$ cat src/design/scfr_pkg.sv
// scfr_pkg: constants, salt table and crc-8 byte step for the salted crc-8
// frame receiver
// no dependencies
package scfr_pkg;

  localparam int BUFFER_BYTES = 64;
  localparam int CRC_OFFSET   = 2;
  localparam int MSGID_OFFSET = 6;

  localparam int ADDR_W = $clog2(BUFFER_BYTES);
  localparam int IDX_W  = $clog2(BUFFER_BYTES + 1);

  localparam logic [7:0]  CRC_POLY       = 8'h31;
  localparam logic [7:0]  CRC_INIT       = 8'hFF;
  localparam logic [7:0]  HDR_FIRST      = 8'hA5;
  localparam logic [7:0]  HDR_SECOND     = 8'h44;
  localparam logic [7:0]  FRAME_OVERHEAD = 8'd7;
  localparam logic [7:0]  SALT_COUNT     = 8'd25;
  localparam logic [15:0] TIMEOUT_RESET  = 16'd20;

  localparam logic OP_BYTE = 1'b0;
  localparam logic OP_TICK = 1'b1;

  typedef logic [7:0] byte_t;

  // salt for a message id below SALT_COUNT
  function automatic byte_t salt_of(input logic [4:0] id);
    byte_t s;
    case (id)
      5'd0:  s = 8'd10;
      5'd1:  s = 8'd12;
      5'd2:  s = 8'd15;
      5'd3:  s = 8'd18;
      5'd4:  s = 8'd33;
      5'd5:  s = 8'd134;
      5'd6:  s = 8'd65;
      5'd7:  s = 8'd234;
      5'd8:  s = 8'd98;
      5'd9:  s = 8'd68;
      5'd10: s = 8'd45;
      5'd11: s = 8'd234;
      5'd12: s = 8'd54;
      5'd13: s = 8'd57;
      5'd14: s = 8'd21;
      5'd15: s = 8'd61;
      5'd16: s = 8'd201;
      5'd17: s = 8'd69;
      5'd18: s = 8'd5;
      5'd19: s = 8'd241;
      5'd20: s = 8'd168;
      5'd21: s = 8'd23;
      5'd22: s = 8'd79;
      5'd23: s = 8'd62;
      5'd24: s = 8'd77;
      default: s = 8'd0;
    endcase
    return s;
  endfunction

  // msb-first crc-8 over one byte, no reflection
  function automatic byte_t crc8_byte(input byte_t crc_in, input byte_t data);
    byte_t c;
    c = crc_in ^ data;
    for (int b = 0; b < 8; b++) begin
      if (c[7]) begin
        c = {c[6:0], 1'b0} ^ CRC_POLY;
      end else begin
        c = {c[6:0], 1'b0};
      end
    end
    return c;
  endfunction

endpackage

$ cat src/design/salted_crc8_frame_receiver_top.sv
// salted_crc8_frame_receiver_top: header hunt, frame store, salted crc-8 check
// and frame replay; depends on scfr_pkg
//
//   channel  | direction | signals                               | note
//   in_      | input     | in_valid/in_ready, opcode, data_byte  | byte or tick item
//   out_     | output    | out_valid/out_ready, frame_byte, last | one item per frame byte
//   cfg_     | input     | cfg_we, cfg_wdata                     | timeout_ticks, no wait
//
// a byte or tick item is taken whenever in_valid is high while the sequencer
// is idle; the item that completes a good-id frame keeps in_ready low while the
// crc unit walks the frame store, reading each frame byte and then stepping the
// crc with it, then compares with the received crc; on a match, replay reads
// each byte and loads the output register, waiting while the output register
// is full and out_ready stays low
// a crc mismatch returns the sequencer to idle after the compare, with no replay
// rst_n is synchronous, active low; the frame store has no reset
module salted_crc8_frame_receiver_top (
  input  logic        clk,
  input  logic        rst_n,
  input  logic        in_valid,
  output logic        in_ready,
  input  logic        in_opcode,
  input  logic [7:0]  in_data_byte,
  output logic        out_valid,
  input  logic        out_ready,
  output logic [7:0]  out_frame_byte,
  output logic        out_last,
  input  logic        cfg_we,
  input  logic [15:0] cfg_wdata
);

  localparam int AW = scfr_pkg::ADDR_W;
  localparam int IW = scfr_pkg::IDX_W;

  // sequencer codes
  localparam logic [2:0] S_IDLE = 3'd0;  // taking items
  localparam logic [2:0] S_CRD  = 3'd1;  // crc pass: read store
  localparam logic [2:0] S_CUP  = 3'd2;  // crc pass: step crc
  localparam logic [2:0] S_CHK  = 3'd3;  // compare with received crc
  localparam logic [2:0] S_ERD  = 3'd4;  // replay: read store
  localparam logic [2:0] S_EWR  = 3'd5;  // replay: load output register

  logic [2:0]  state_r, state_nxt;
  logic [IW-1:0] idx_r, idx_nxt;      // frame bytes held, 0 while hunting
  logic [IW-1:0] len_r, len_nxt;      // total frame length
  logic [15:0] idle_r, idle_nxt;
  logic [15:0] timeout_r;
  logic [7:0]  rxcrc_r, rxcrc_nxt;
  logic [7:0]  msgid_r, msgid_nxt;
  logic [7:0]  salt_r, salt_nxt;
  logic [7:0]  crc_r, crc_nxt;
  logic [AW-1:0] ptr_r, ptr_nxt;
  logic [7:0]  rdata_r;

  logic        ov_r, ov_nxt;
  logic [7:0]  ob_r, ob_nxt;
  logic        ol_r, ol_nxt;

  scfr_pkg::byte_t mem [scfr_pkg::BUFFER_BYTES];
  logic          mem_we;
  logic [AW-1:0] mem_waddr;

  logic          accept;
  logic [IW-1:0] idx_inc;
  logic [8:0]    total_w;
  logic [7:0]    msgid_now;
  logic [7:0]    rxcrc_now;
  logic [7:0]    cur_byte;
  logic          at_end;

  assign in_ready       = (state_r == S_IDLE);
  assign accept         = in_valid && in_ready;
  assign out_valid      = ov_r;
  assign out_frame_byte = ob_r;
  assign out_last       = ol_r;

  assign idx_inc = idx_r + IW'(1);
  assign total_w = 9'(scfr_pkg::FRAME_OVERHEAD) + {1'b0, in_data_byte};

  // the offsets may land on the byte being taken now
  assign msgid_now = (idx_r == IW'(scfr_pkg::MSGID_OFFSET)) ? in_data_byte : msgid_r;
  assign rxcrc_now = (idx_r == IW'(scfr_pkg::CRC_OFFSET)) ? in_data_byte : rxcrc_r;

  // the crc slot reads back as the salt
  assign cur_byte = (ptr_r == AW'(scfr_pkg::CRC_OFFSET)) ? salt_r : rdata_r;
  assign at_end   = ({1'b0, ptr_r} == IW'(len_r - IW'(1)));

  always_comb begin
    state_nxt = state_r;
    idx_nxt   = idx_r;
    len_nxt   = len_r;
    idle_nxt  = idle_r;
    rxcrc_nxt = rxcrc_r;
    msgid_nxt = msgid_r;
    salt_nxt  = salt_r;
    crc_nxt   = crc_r;
    ptr_nxt   = ptr_r;
    ov_nxt    = ov_r;
    ob_nxt    = ob_r;
    ol_nxt    = ol_r;
    mem_we    = 1'b0;
    mem_waddr = idx_r[AW-1:0];

    if (ov_r && out_ready) begin
      ov_nxt = 1'b0;
    end

    case (state_r)
      S_IDLE: begin
        if (accept) begin
          if (in_opcode == scfr_pkg::OP_TICK) begin
            // saturating idle count, drop partial frame past the timeout
            if (idle_r != 16'hFFFF) begin
              idle_nxt = idle_r + 16'd1;
            end
            if (idx_r != '0 && idle_nxt > timeout_r) begin
              idx_nxt = '0;
            end
          end else begin
            idle_nxt = '0;
            if (idx_r == '0) begin
              if (in_data_byte == scfr_pkg::HDR_FIRST) begin
                mem_we  = 1'b1;
                idx_nxt = IW'(1);
              end
            end else if (idx_r == IW'(1)) begin
              if (in_data_byte == scfr_pkg::HDR_SECOND) begin
                mem_we  = 1'b1;
                idx_nxt = IW'(2);
              end else begin
                idx_nxt = '0;
              end
            end else if (idx_r >= IW'(scfr_pkg::BUFFER_BYTES)) begin
              idx_nxt = '0;
            end else begin
              mem_we = 1'b1;
              if (idx_r == IW'(scfr_pkg::CRC_OFFSET)) begin
                rxcrc_nxt = in_data_byte;
              end
              if (idx_r == IW'(scfr_pkg::MSGID_OFFSET)) begin
                msgid_nxt = in_data_byte;
              end
              if (idx_r < IW'(3)) begin
                idx_nxt = idx_inc;
              end else if (idx_r == IW'(3)) begin
                // length byte
                if (total_w > 9'(scfr_pkg::BUFFER_BYTES)) begin
                  idx_nxt = '0;
                end else begin
                  len_nxt = IW'(total_w);
                  idx_nxt = idx_inc;
                end
              end else if (idx_inc == len_r) begin
                // frame complete
                idx_nxt   = '0;
                rxcrc_nxt = rxcrc_now;
                if (msgid_now < scfr_pkg::SALT_COUNT) begin
                  salt_nxt  = scfr_pkg::salt_of(msgid_now[4:0]);
                  crc_nxt   = scfr_pkg::CRC_INIT;
                  ptr_nxt   = '0;
                  state_nxt = S_CRD;
                end
              end else begin
                idx_nxt = idx_inc;
              end
            end
          end
        end
      end
      S_CRD: begin
        state_nxt = S_CUP;
      end
      S_CUP: begin
        crc_nxt = scfr_pkg::crc8_byte(crc_r, cur_byte);
        if (at_end) begin
          state_nxt = S_CHK;
        end else begin
          ptr_nxt   = ptr_r + AW'(1);
          state_nxt = S_CRD;
        end
      end
      S_CHK: begin
        ptr_nxt = '0;
        if (crc_r == rxcrc_r) begin
          state_nxt = S_ERD;
        end else begin
          state_nxt = S_IDLE;
        end
      end
      S_ERD: begin
        state_nxt = S_EWR;
      end
      S_EWR: begin
        // load once the output register is free or being taken
        if (!ov_r || out_ready) begin
          ov_nxt = 1'b1;
          ob_nxt = cur_byte;
          ol_nxt = at_end;
          if (at_end) begin
            state_nxt = S_IDLE;
          end else begin
            ptr_nxt   = ptr_r + AW'(1);
            state_nxt = S_ERD;
          end
        end
      end
      default: begin
        state_nxt = S_IDLE;
      end
    endcase
  end

  // frame store: one write port, one registered read port
  always_ff @(posedge clk) begin
    if (mem_we) begin
      mem[mem_waddr] <= in_data_byte;
    end
    rdata_r <= mem[ptr_r];
  end

  always_ff @(posedge clk) begin
    if (!rst_n) begin
      state_r   <= S_IDLE;
      idx_r     <= '0;
      idle_r    <= '0;
      timeout_r <= scfr_pkg::TIMEOUT_RESET;
      ov_r      <= 1'b0;
    end else begin
      state_r <= state_nxt;
      idx_r   <= idx_nxt;
      idle_r  <= idle_nxt;
      ov_r    <= ov_nxt;
      if (cfg_we) begin
        timeout_r <= cfg_wdata;
      end
    end
  end

  // payload and datapath registers
  always_ff @(posedge clk) begin
    len_r   <= len_nxt;
    rxcrc_r <= rxcrc_nxt;
    msgid_r <= msgid_nxt;
    salt_r  <= salt_nxt;
    crc_r   <= crc_nxt;
    ptr_r   <= ptr_nxt;
    ob_r    <= ob_nxt;
    ol_r    <= ol_nxt;
  end

endmodule
$ cat config.mk
export PLATFORM = sky130hd
export DESIGN_NAME = salted_crc8_frame_receiver_top
export DESIGN_NICKNAME = d
export VERILOG_FILES = /design/src/design/scfr_pkg.sv /design/src/design/salted_crc8_frame_receiver_top.sv
export SDC_FILE = /design/constraint.sdc
export NUM_CORES = 1
export LEC_CHECK = 0
export BUFFER_PORTS_ARGS = -buffer_cell sky130_fd_sc_hd__buf_2
export CAP_MARGIN = 20
export CORE_MARGIN = 2
export CORE_UTILIZATION = 31
export CTS_BUF_LIST = sky130_fd_sc_hd__clkbuf_8
export CTS_CLUSTER_SIZE = 16
export DETAILED_ROUTE_END_ITERATION = 7
export HOLD_SLACK_MARGIN = 0.02
export PLACE_DENSITY = 0.48
export RECOVER_POWER = 100
export SETUP_SLACK_MARGIN = 0.3
export SYNTH_ARGS = -nofsm -noshare
export SYNTH_HDL_FRONTEND = slang
export SYNTH_SLANG_ARGS = --single-unit
$ cat constraint.sdc
create_clock -name clk -period 5.2 [get_ports clk]
set_input_delay 1.56 -clock clk [delete_from_list [all_inputs] [get_ports clk]]
set_output_delay 1.56 -clock clk [all_outputs]
set_load 0.02 [all_outputs]
==> flow_metrics.tcl, run 1 <==
set metrics [dict create \
    via_per_inst 5.010 \
    fmax_ghz 0.2234 \
    gp_congestion 0.7862 \
    reg2regPathDepth 9 \
    cp-end-kind "flop" \
    drive_gt1_frac 0.1967 \
    max_cap_violations 8 \
    cellPowerDensity_mw_per_mm2 319.3 \
    comb_power_share 0.027 \
    grt_usage 0.1527 \
    vias 14380 \
    hold_viol_final 0 \
    cts_inserted_buffers 100 \
    n_fill_cell 8160 \
    syn_avg_cell_area_um2 17.46 \
    crit_type "input port to flop" \
    drt-initial-drc-count 1129 \
    grt_max_degree 134 \
    tightest_slew_ps 2559 \
    core-area_mm2 0.08515 \
    die_w_um 297.0 \
    clock_latency_ps 710 \
    r2r_slack_ps 730 \
    cts_tree "done" \
    p_seq_frac 0.571 \
    fin_tns_setup_ps 0 \
    cts_sinks 617 \
    startpoint_type "input port" \
    async_flop_share 0 \
    path_clk_slew_ps 60 \
    die-area_mm2 0.08818 \
    antenna_found_initial 7 \
    ant_nets 0 \
    slew_viol_final 528 \
    drt_wl_total_um 67300 \
    synth_top_area_share 0.6388 \
    setup_violations 0 \
    overflow 0 \
    wl_per_cell_um 23.46 \
    power_frac_clock 0.402 \
    path_max_fanout 70 \
    p_sw_w 0.002139 \
    root_buffer "clkbuf_8" \
    port_buffers 40 \
    synth.most_common_cell "edfxtp_1" \
    grt_pass1_wl_um 100100 \
    post_cts_buffers 0 \
    synth_warnings 0 \
    htree_levels 3 \
    cp.required_ps 5630 \
    ys_ff_latch 617 \
    nets 1708 \
    yosys.area.top_type "edfxtp_1" \
    area_growth_syn_to_layout_pct 12.20 \
    reg2reg_to "crc_r[4]" \
    crit_end "salt_r[3]" \
    drc 0 \
    leakage_nw 9.658 \
    worst_hold_slack_ps 493.2 \
    ys_seq_area_frac 0.6772 \
    die_h_um 297.0 \
    violations "capacitance limit, slew limit" \
    cts_resized 0 \
    synth_common_cells "edfxtp_1, mux4_2, nor2_1" \
    io_pins 41 \
    skew_ps 34.98 \
    fin_crit_ps 4476 \
    fp-row-count 107 \
    timing.rr.start "idx_r[3]" \
    dr.pass1.iters 5 \
    postCtsHoldBufs 0 \
    status "finished with violations" \
    final_util 0.3506 \
    netlist_area_mm2 0.02661 \
    dpl.hpwl_um 41800 \
    start_util 0.3125 \
    netSwitchingFraction 0.2244 \
    final.period_utilization 0.8608 \
    maxSlewHeadroom -0.7061 \
    rsz0062_at_grt "no" \
    cp-startpoint "in_data_byte[4]" \
    clockBufferDepth 3 \
    intPower_w 0.007394 \
    ys_types 81 \
    synth_area_leaders "edfxtp_1, mux4_2, dfxtp_1" \
    ir_worst_vdd_uv 175.4 \
    grt_pass1_vias 14790 \
    synth-edff-count 566 \
    synth_flop_cell "edfxtp_1" \
    synth_nets 1589 \
    min_path_type "flop to flop" \
    syn-instance-count 1524 \
    worstPathArrival_ps 4910 \
]
flip-flops by register name (all words and copies together), names as in the netlist, 3 cells and up:
signal	flops
mem	512
idle_r	16
timeout_r	16
crc_r	8
msgid_r	8
out_frame_byte	8
rdata_r	8
rxcrc_r	8
salt_r	8
idx_r	7
len_r	7
ptr_r	6
state_r	3
worst max-delay path, cell delays in order:
cell,delay [ps]
clkbuf_1,90
clkbuf_2,910
mux2i_1,1180
clkinv_1,480
nand2_1,190
o22ai_1,100
a221o_1,360
metrics by stage:
| stage | setup slack [ps] | total power [W] | area (um2) | cells |
|---|---|---|---|---|
| floorplan | 1144 | 0.005663 | 26610 | 1524 |
| global placement | 648.3 | 0.005804 | 28310 | 2685 |
| detailed placement | 506.4 | 0.005810 | 28310 | 2685 |
| CTS | 756.0 | 0.009669 | 30120 | 2867 |
| global route | 326.6 | 0.009890 | 29850 | 2868 |
| finish | 723.9 | 0.009533 | 29850 | 2869 |
cells in the final DEF (no fill, tap or decap), types with 29 or more instances in the layout:
master / synthesis / layout
clkbuf_8: 0 / 106
nor3_1: 32 / 32
dfxtp_1: 51 / 51
clkinv_1: 1 / 32
edfxtp_1: 566 / 566
mux2i_1: 29 / 29
mux4_2: 168 / 168
a21oi_1: 29 / 29
inv_1: 42 / 73
nand3_1: 39 / 39
ha_1: 35 / 35
nand2_1: 63 / 63
nor2b_1: 32 / 32
nor2_1: 77 / 79
clkbuf_1: 43 / 67
power by group through the flow:
stage	Sequential (W)	Clock, W	Combinational (W)
after CTS	0.00544	0.00396	0.000266
final	0.00544	0.00383	0.000256
after floorplan	0.00554	0	0.000126
after detailed placement	0.00554	0	0.000265
after global routing	0.00544	0.00416	0.000285
after global placement	0.00554	0	0.000260
per-layer routing:
metal  GRT usage  part of all wire
met3     0.03584             0.065
met5           0           0.00042
met4     0.04269             0.021
met2      0.2430              0.47
met1      0.2093              0.44
final cells by class:
type                    count  area, um2  share of cell area
multi-input cells         777       7954              0.2665
diodes                      2      5.005           0.0001677
clock buffers             106       1459             0.04887
clock inverters            76      345.3             0.01157
repair buffers            103      474.2             0.01589
flip-flops and latches    617      18020              0.6036
inverters                  44      165.2            0.005533
well taps                1144       1431             0.04795
cell families (layout without fill, tap and decap cells):
family          count (synthesis)  after routing  synth area share
simple gates                  341            341           0.06800
fa+ha+maj                      35             35           0.01646
flops                         617            617            0.6772
compound gates                140            140           0.03602
buf+inv                       130            329           0.02210
mux                           208            208            0.1579
xor+xnor                       53             53           0.02229
other cells                     0              2                 0
worst min-delay path by stage:
| stage | startpoint | endpoint | slack (ps) | depth (start not counted) |
|---|---|---|---|---|
| 5_1_grt | idle_r[14] | idle_r[14] | 510 | 2 |
| 4_1_cts | idle_r[14] | idle_r[14] | 490 | 2 |
| 3_3_place_gp | idle_r[14] | idle_r[14] | 470 | 2 |
| 2_1_floorplan | idle_r[14] | idle_r[14] | 460 | 2 |
| 3_5_place_dp | idle_r[14] | idle_r[14] | 480 | 2 |
| 6_report | idle_r[14] | idle_r[14] | 490 | 2 |
Note: power is estimated with default switching activity, not from simulation.
==> run 2, diff against run 1 <==
Settings changed: ABC_AREA set to 1.
==> run 2 against run 1 <==
Effect of this change: count of clock-buffer cells in the layout did not move; hold slack got worse by 28 ps; core utilization grew 0.068 points; non-clock buffer count is 33 lower; synthesized cell count up 54%; register-to-register slack improved by 230 ps; setup slack better by 98 ps; critical path depth is the same; flip-flop and latch count unchanged; sequential share of layout area hardly changed; highest routed layer unchanged; die area is 0.11% lower; the run still ends with capacitance limit, slew limit left; fmax increased by 2.2%.
==> flow_metrics.tcl, run 2 <==
set metrics [dict create \
    synth_warnings 0 \
    wl_met1_um 34290 \
    gp_congestion 0.8471 \
    cp-end-kind "flop" \
    ant_nets 0 \
    ir_worst_vdd_uv 174.4 \
    antenna_found_initial 2 \
    start_util 0.3126 \
    postCtsHoldBufs 0 \
    muxShareOfSynthArea 0.0005650 \
    fmax_ghz 0.2284 \
    leakage_nw 10.14 \
    violations "capacitance limit, slew limit" \
    area_growth_syn_to_layout_pct 12.37 \
    status "finished with violations" \
    cts_tree "done" \
    largest_reg_flops 512 \
    root_buffer "clkbuf_8" \
    syn-instance-count 2350 \
    crit_type "input port to flop" \
    clockBufferDepth 3 \
    nets 2471 \
    wl_per_cell_um 21.62 \
    cts_resized 0 \
    worst_hold_slack_ps 465.2 \
    drive_gt1_frac 0.09124 \
    io_pins 41 \
    synth_nets 2415 \
    grt_pass1_wl_um 116600 \
    grt_max_degree 241 \
    synth_area_leaders "edfxtp_1, o21ai_0, nor2_1" \
    grt_usage 0.1750 \
    synth_adder_area_share 0.01648 \
    synth_xor_area_frac 0.01653 \
    min_path_type "flop to flop" \
    die-area_mm2 0.08808 \
    cellPowerDensity_mw_per_mm2 332.7 \
    r2r_slack_ps 960 \
    ys_seq_area_frac 0.6780 \
    finalPower_w 0.009935 \
    hold_viol_final 0 \
    ys_ff_latch 617 \
    path_clk_slew_ps 60 \
    dr.pass1.iters 7 \
    synth_top_family_by_area "simple AND/OR/NAND/NOR gates" \
    syn_avg_cell_area_um2 11.31 \
    synth_common_cells "edfxtp_1, nor2_1, o21ai_0" \
    top_layer_used "met5" \
    vias 18390 \
    post_cts_buffers 0 \
    yosys.area.top_type "edfxtp_1" \
    dpl.hpwl_um 49780 \
    htree_levels 3 \
    reg2regPathDepth 12 \
    fp-row-count 107 \
    drc 0 \
    tightest_slew_ps 2118 \
    crit_end "len_r[5]" \
    synth-edff-count 566 \
    synth.most_common_cell "edfxtp_1" \
    fin_crit_ps 4378 \
    worstPathArrival_ps 4710 \
    synth_top_area_share 0.6395 \
    cts_inserted_buffers 101 \
    cp-startpoint "in_data_byte[5]" \
    top_regs "mem (512), idle_r (16), timeout_r (16)" \
    path_max_fanout 45 \
    grt_pass1_vias 18420 \
    reg2reg_to "crc_r[5]" \
    cts_sinks 617 \
    synthSimpleGateAreaFrac 0.1343 \
    regMostFlops "mem" \
    drt_wl_total_um 78590 \
    netlist_area_mm2 0.02658 \
    core-area_mm2 0.08501 \
    layout_commonest_cell "edfxtp_1" \
    met3_length_um 5010 \
    final.period_utilization 0.8420 \
    maxSlewHeadroom -0.4122 \
    die_h_um 296.8 \
    overflow 0 \
    timing.rr.start "ptr_r[0]" \
    slew_viol_final 260 \
    die_w_um 296.8 \
    final_cells 3635 \
    most-common-layout-cells "edfxtp_1, nor2_1, o21ai_0" \
    async_flop_share 0 \
    max_cap_violations 6 \
    clock_latency_ps 730 \
    cp.required_ps 5530 \
    drt-initial-drc-count 1760 \
    fin_tns_setup_ps 0 \
    synth_compound_area_frac 0.1181 \
    via_per_inst 5.059 \
    synth_flop_cell "edfxtp_1" \
    final_util 0.3513 \
    ys_types 49 \
    wl_met2_um 36270 \
    startpoint_type "input port" \
    dp.cells 3447 \
    rsz0062_at_grt "no" \
    setup_violations 0 \
    port_buffers 40 \
    skew_ps 52.00 \
]
-- run 2: cell types whose count changed after synthesis, moves of 15 or more --
cell,delta
a21oi_1,+64
mux4_2,-168
nand2_1,+245
nand3_1,+24
o21ai_0,+293
nor3_1,-20
inv_1,+77
o22ai_1,+110
clkbuf_1,+59
nor2_1,+316
nand2b_1,-15
nor2b_1,-32
mux2i_1,-29
-- run 2: how the worst min path moves through the flow --
| stage | start | to | cells after the start |
|---|---|---|---|
| 2_1_floorplan | timeout_r[15] | timeout_r[15] | 2 |
| 3_3_place_gp | timeout_r[7] | timeout_r[7] | 2 |
| 3_5_place_dp | timeout_r[11] | timeout_r[11] | 2 |
| 4_1_cts | timeout_r[11] | timeout_r[11] | 2 |
| 5_1_grt | timeout_r[6] | timeout_r[6] | 2 |
| 6_report | timeout_r[11] | timeout_r[11] | 2 |
-- run 2: logic make-up after synthesis --
logic type	after synthesis
simple gates	837
flops	617
compound gates	565
buf+inv	249
mux	1
fa+ha+maj	35
xor+xnor	46
-- run 2: critical path: stages --
cell and delay [ps]:
buf_2 120, clkbuf_1 1250, buf_4 780, nand3_1 180, o21ai_0 270, nand2_1 90, nor2_1 420
-- run 2: metal layers --
metal,global-route usage,vias to the layer above
met5,0,-
met4,0.06949,2
met3,0.03343,167
met2,0.2803,713
met1,0.2337,8983
li1,-,8523
-- run 2: report_power, final --
part / internal (W) / switching, W / total [W]
sequential: 0.00543 / 0.00000512 / 0.00543
combinational: 0.0000449 / 0.000199 / 0.000244
clock: 0.00225 / 0.00201 / 0.00426
total: 0.00772 / 0.00221 / 0.00993
-- run 2: through the flow --
stage	worst slack, ps	cell area [um2]
after global placement	622.5	27990
after detailed placement	556.2	27990
after CTS	1339	30000
after global routing	603.0	29860
after floorplan	1522	26580
final	821.5	29860
-- run 2: cell type report --
class	instances	area (um2)
inverters	132	504.2
repair buffers	70	376.6
clock inverters	79	549.3
flip-flops and latches	617	18020
clock buffers	106	1459
fillers	8447	55150
multi-input cells	1484	7517
well taps	1144	1431
diodes	3	7.507
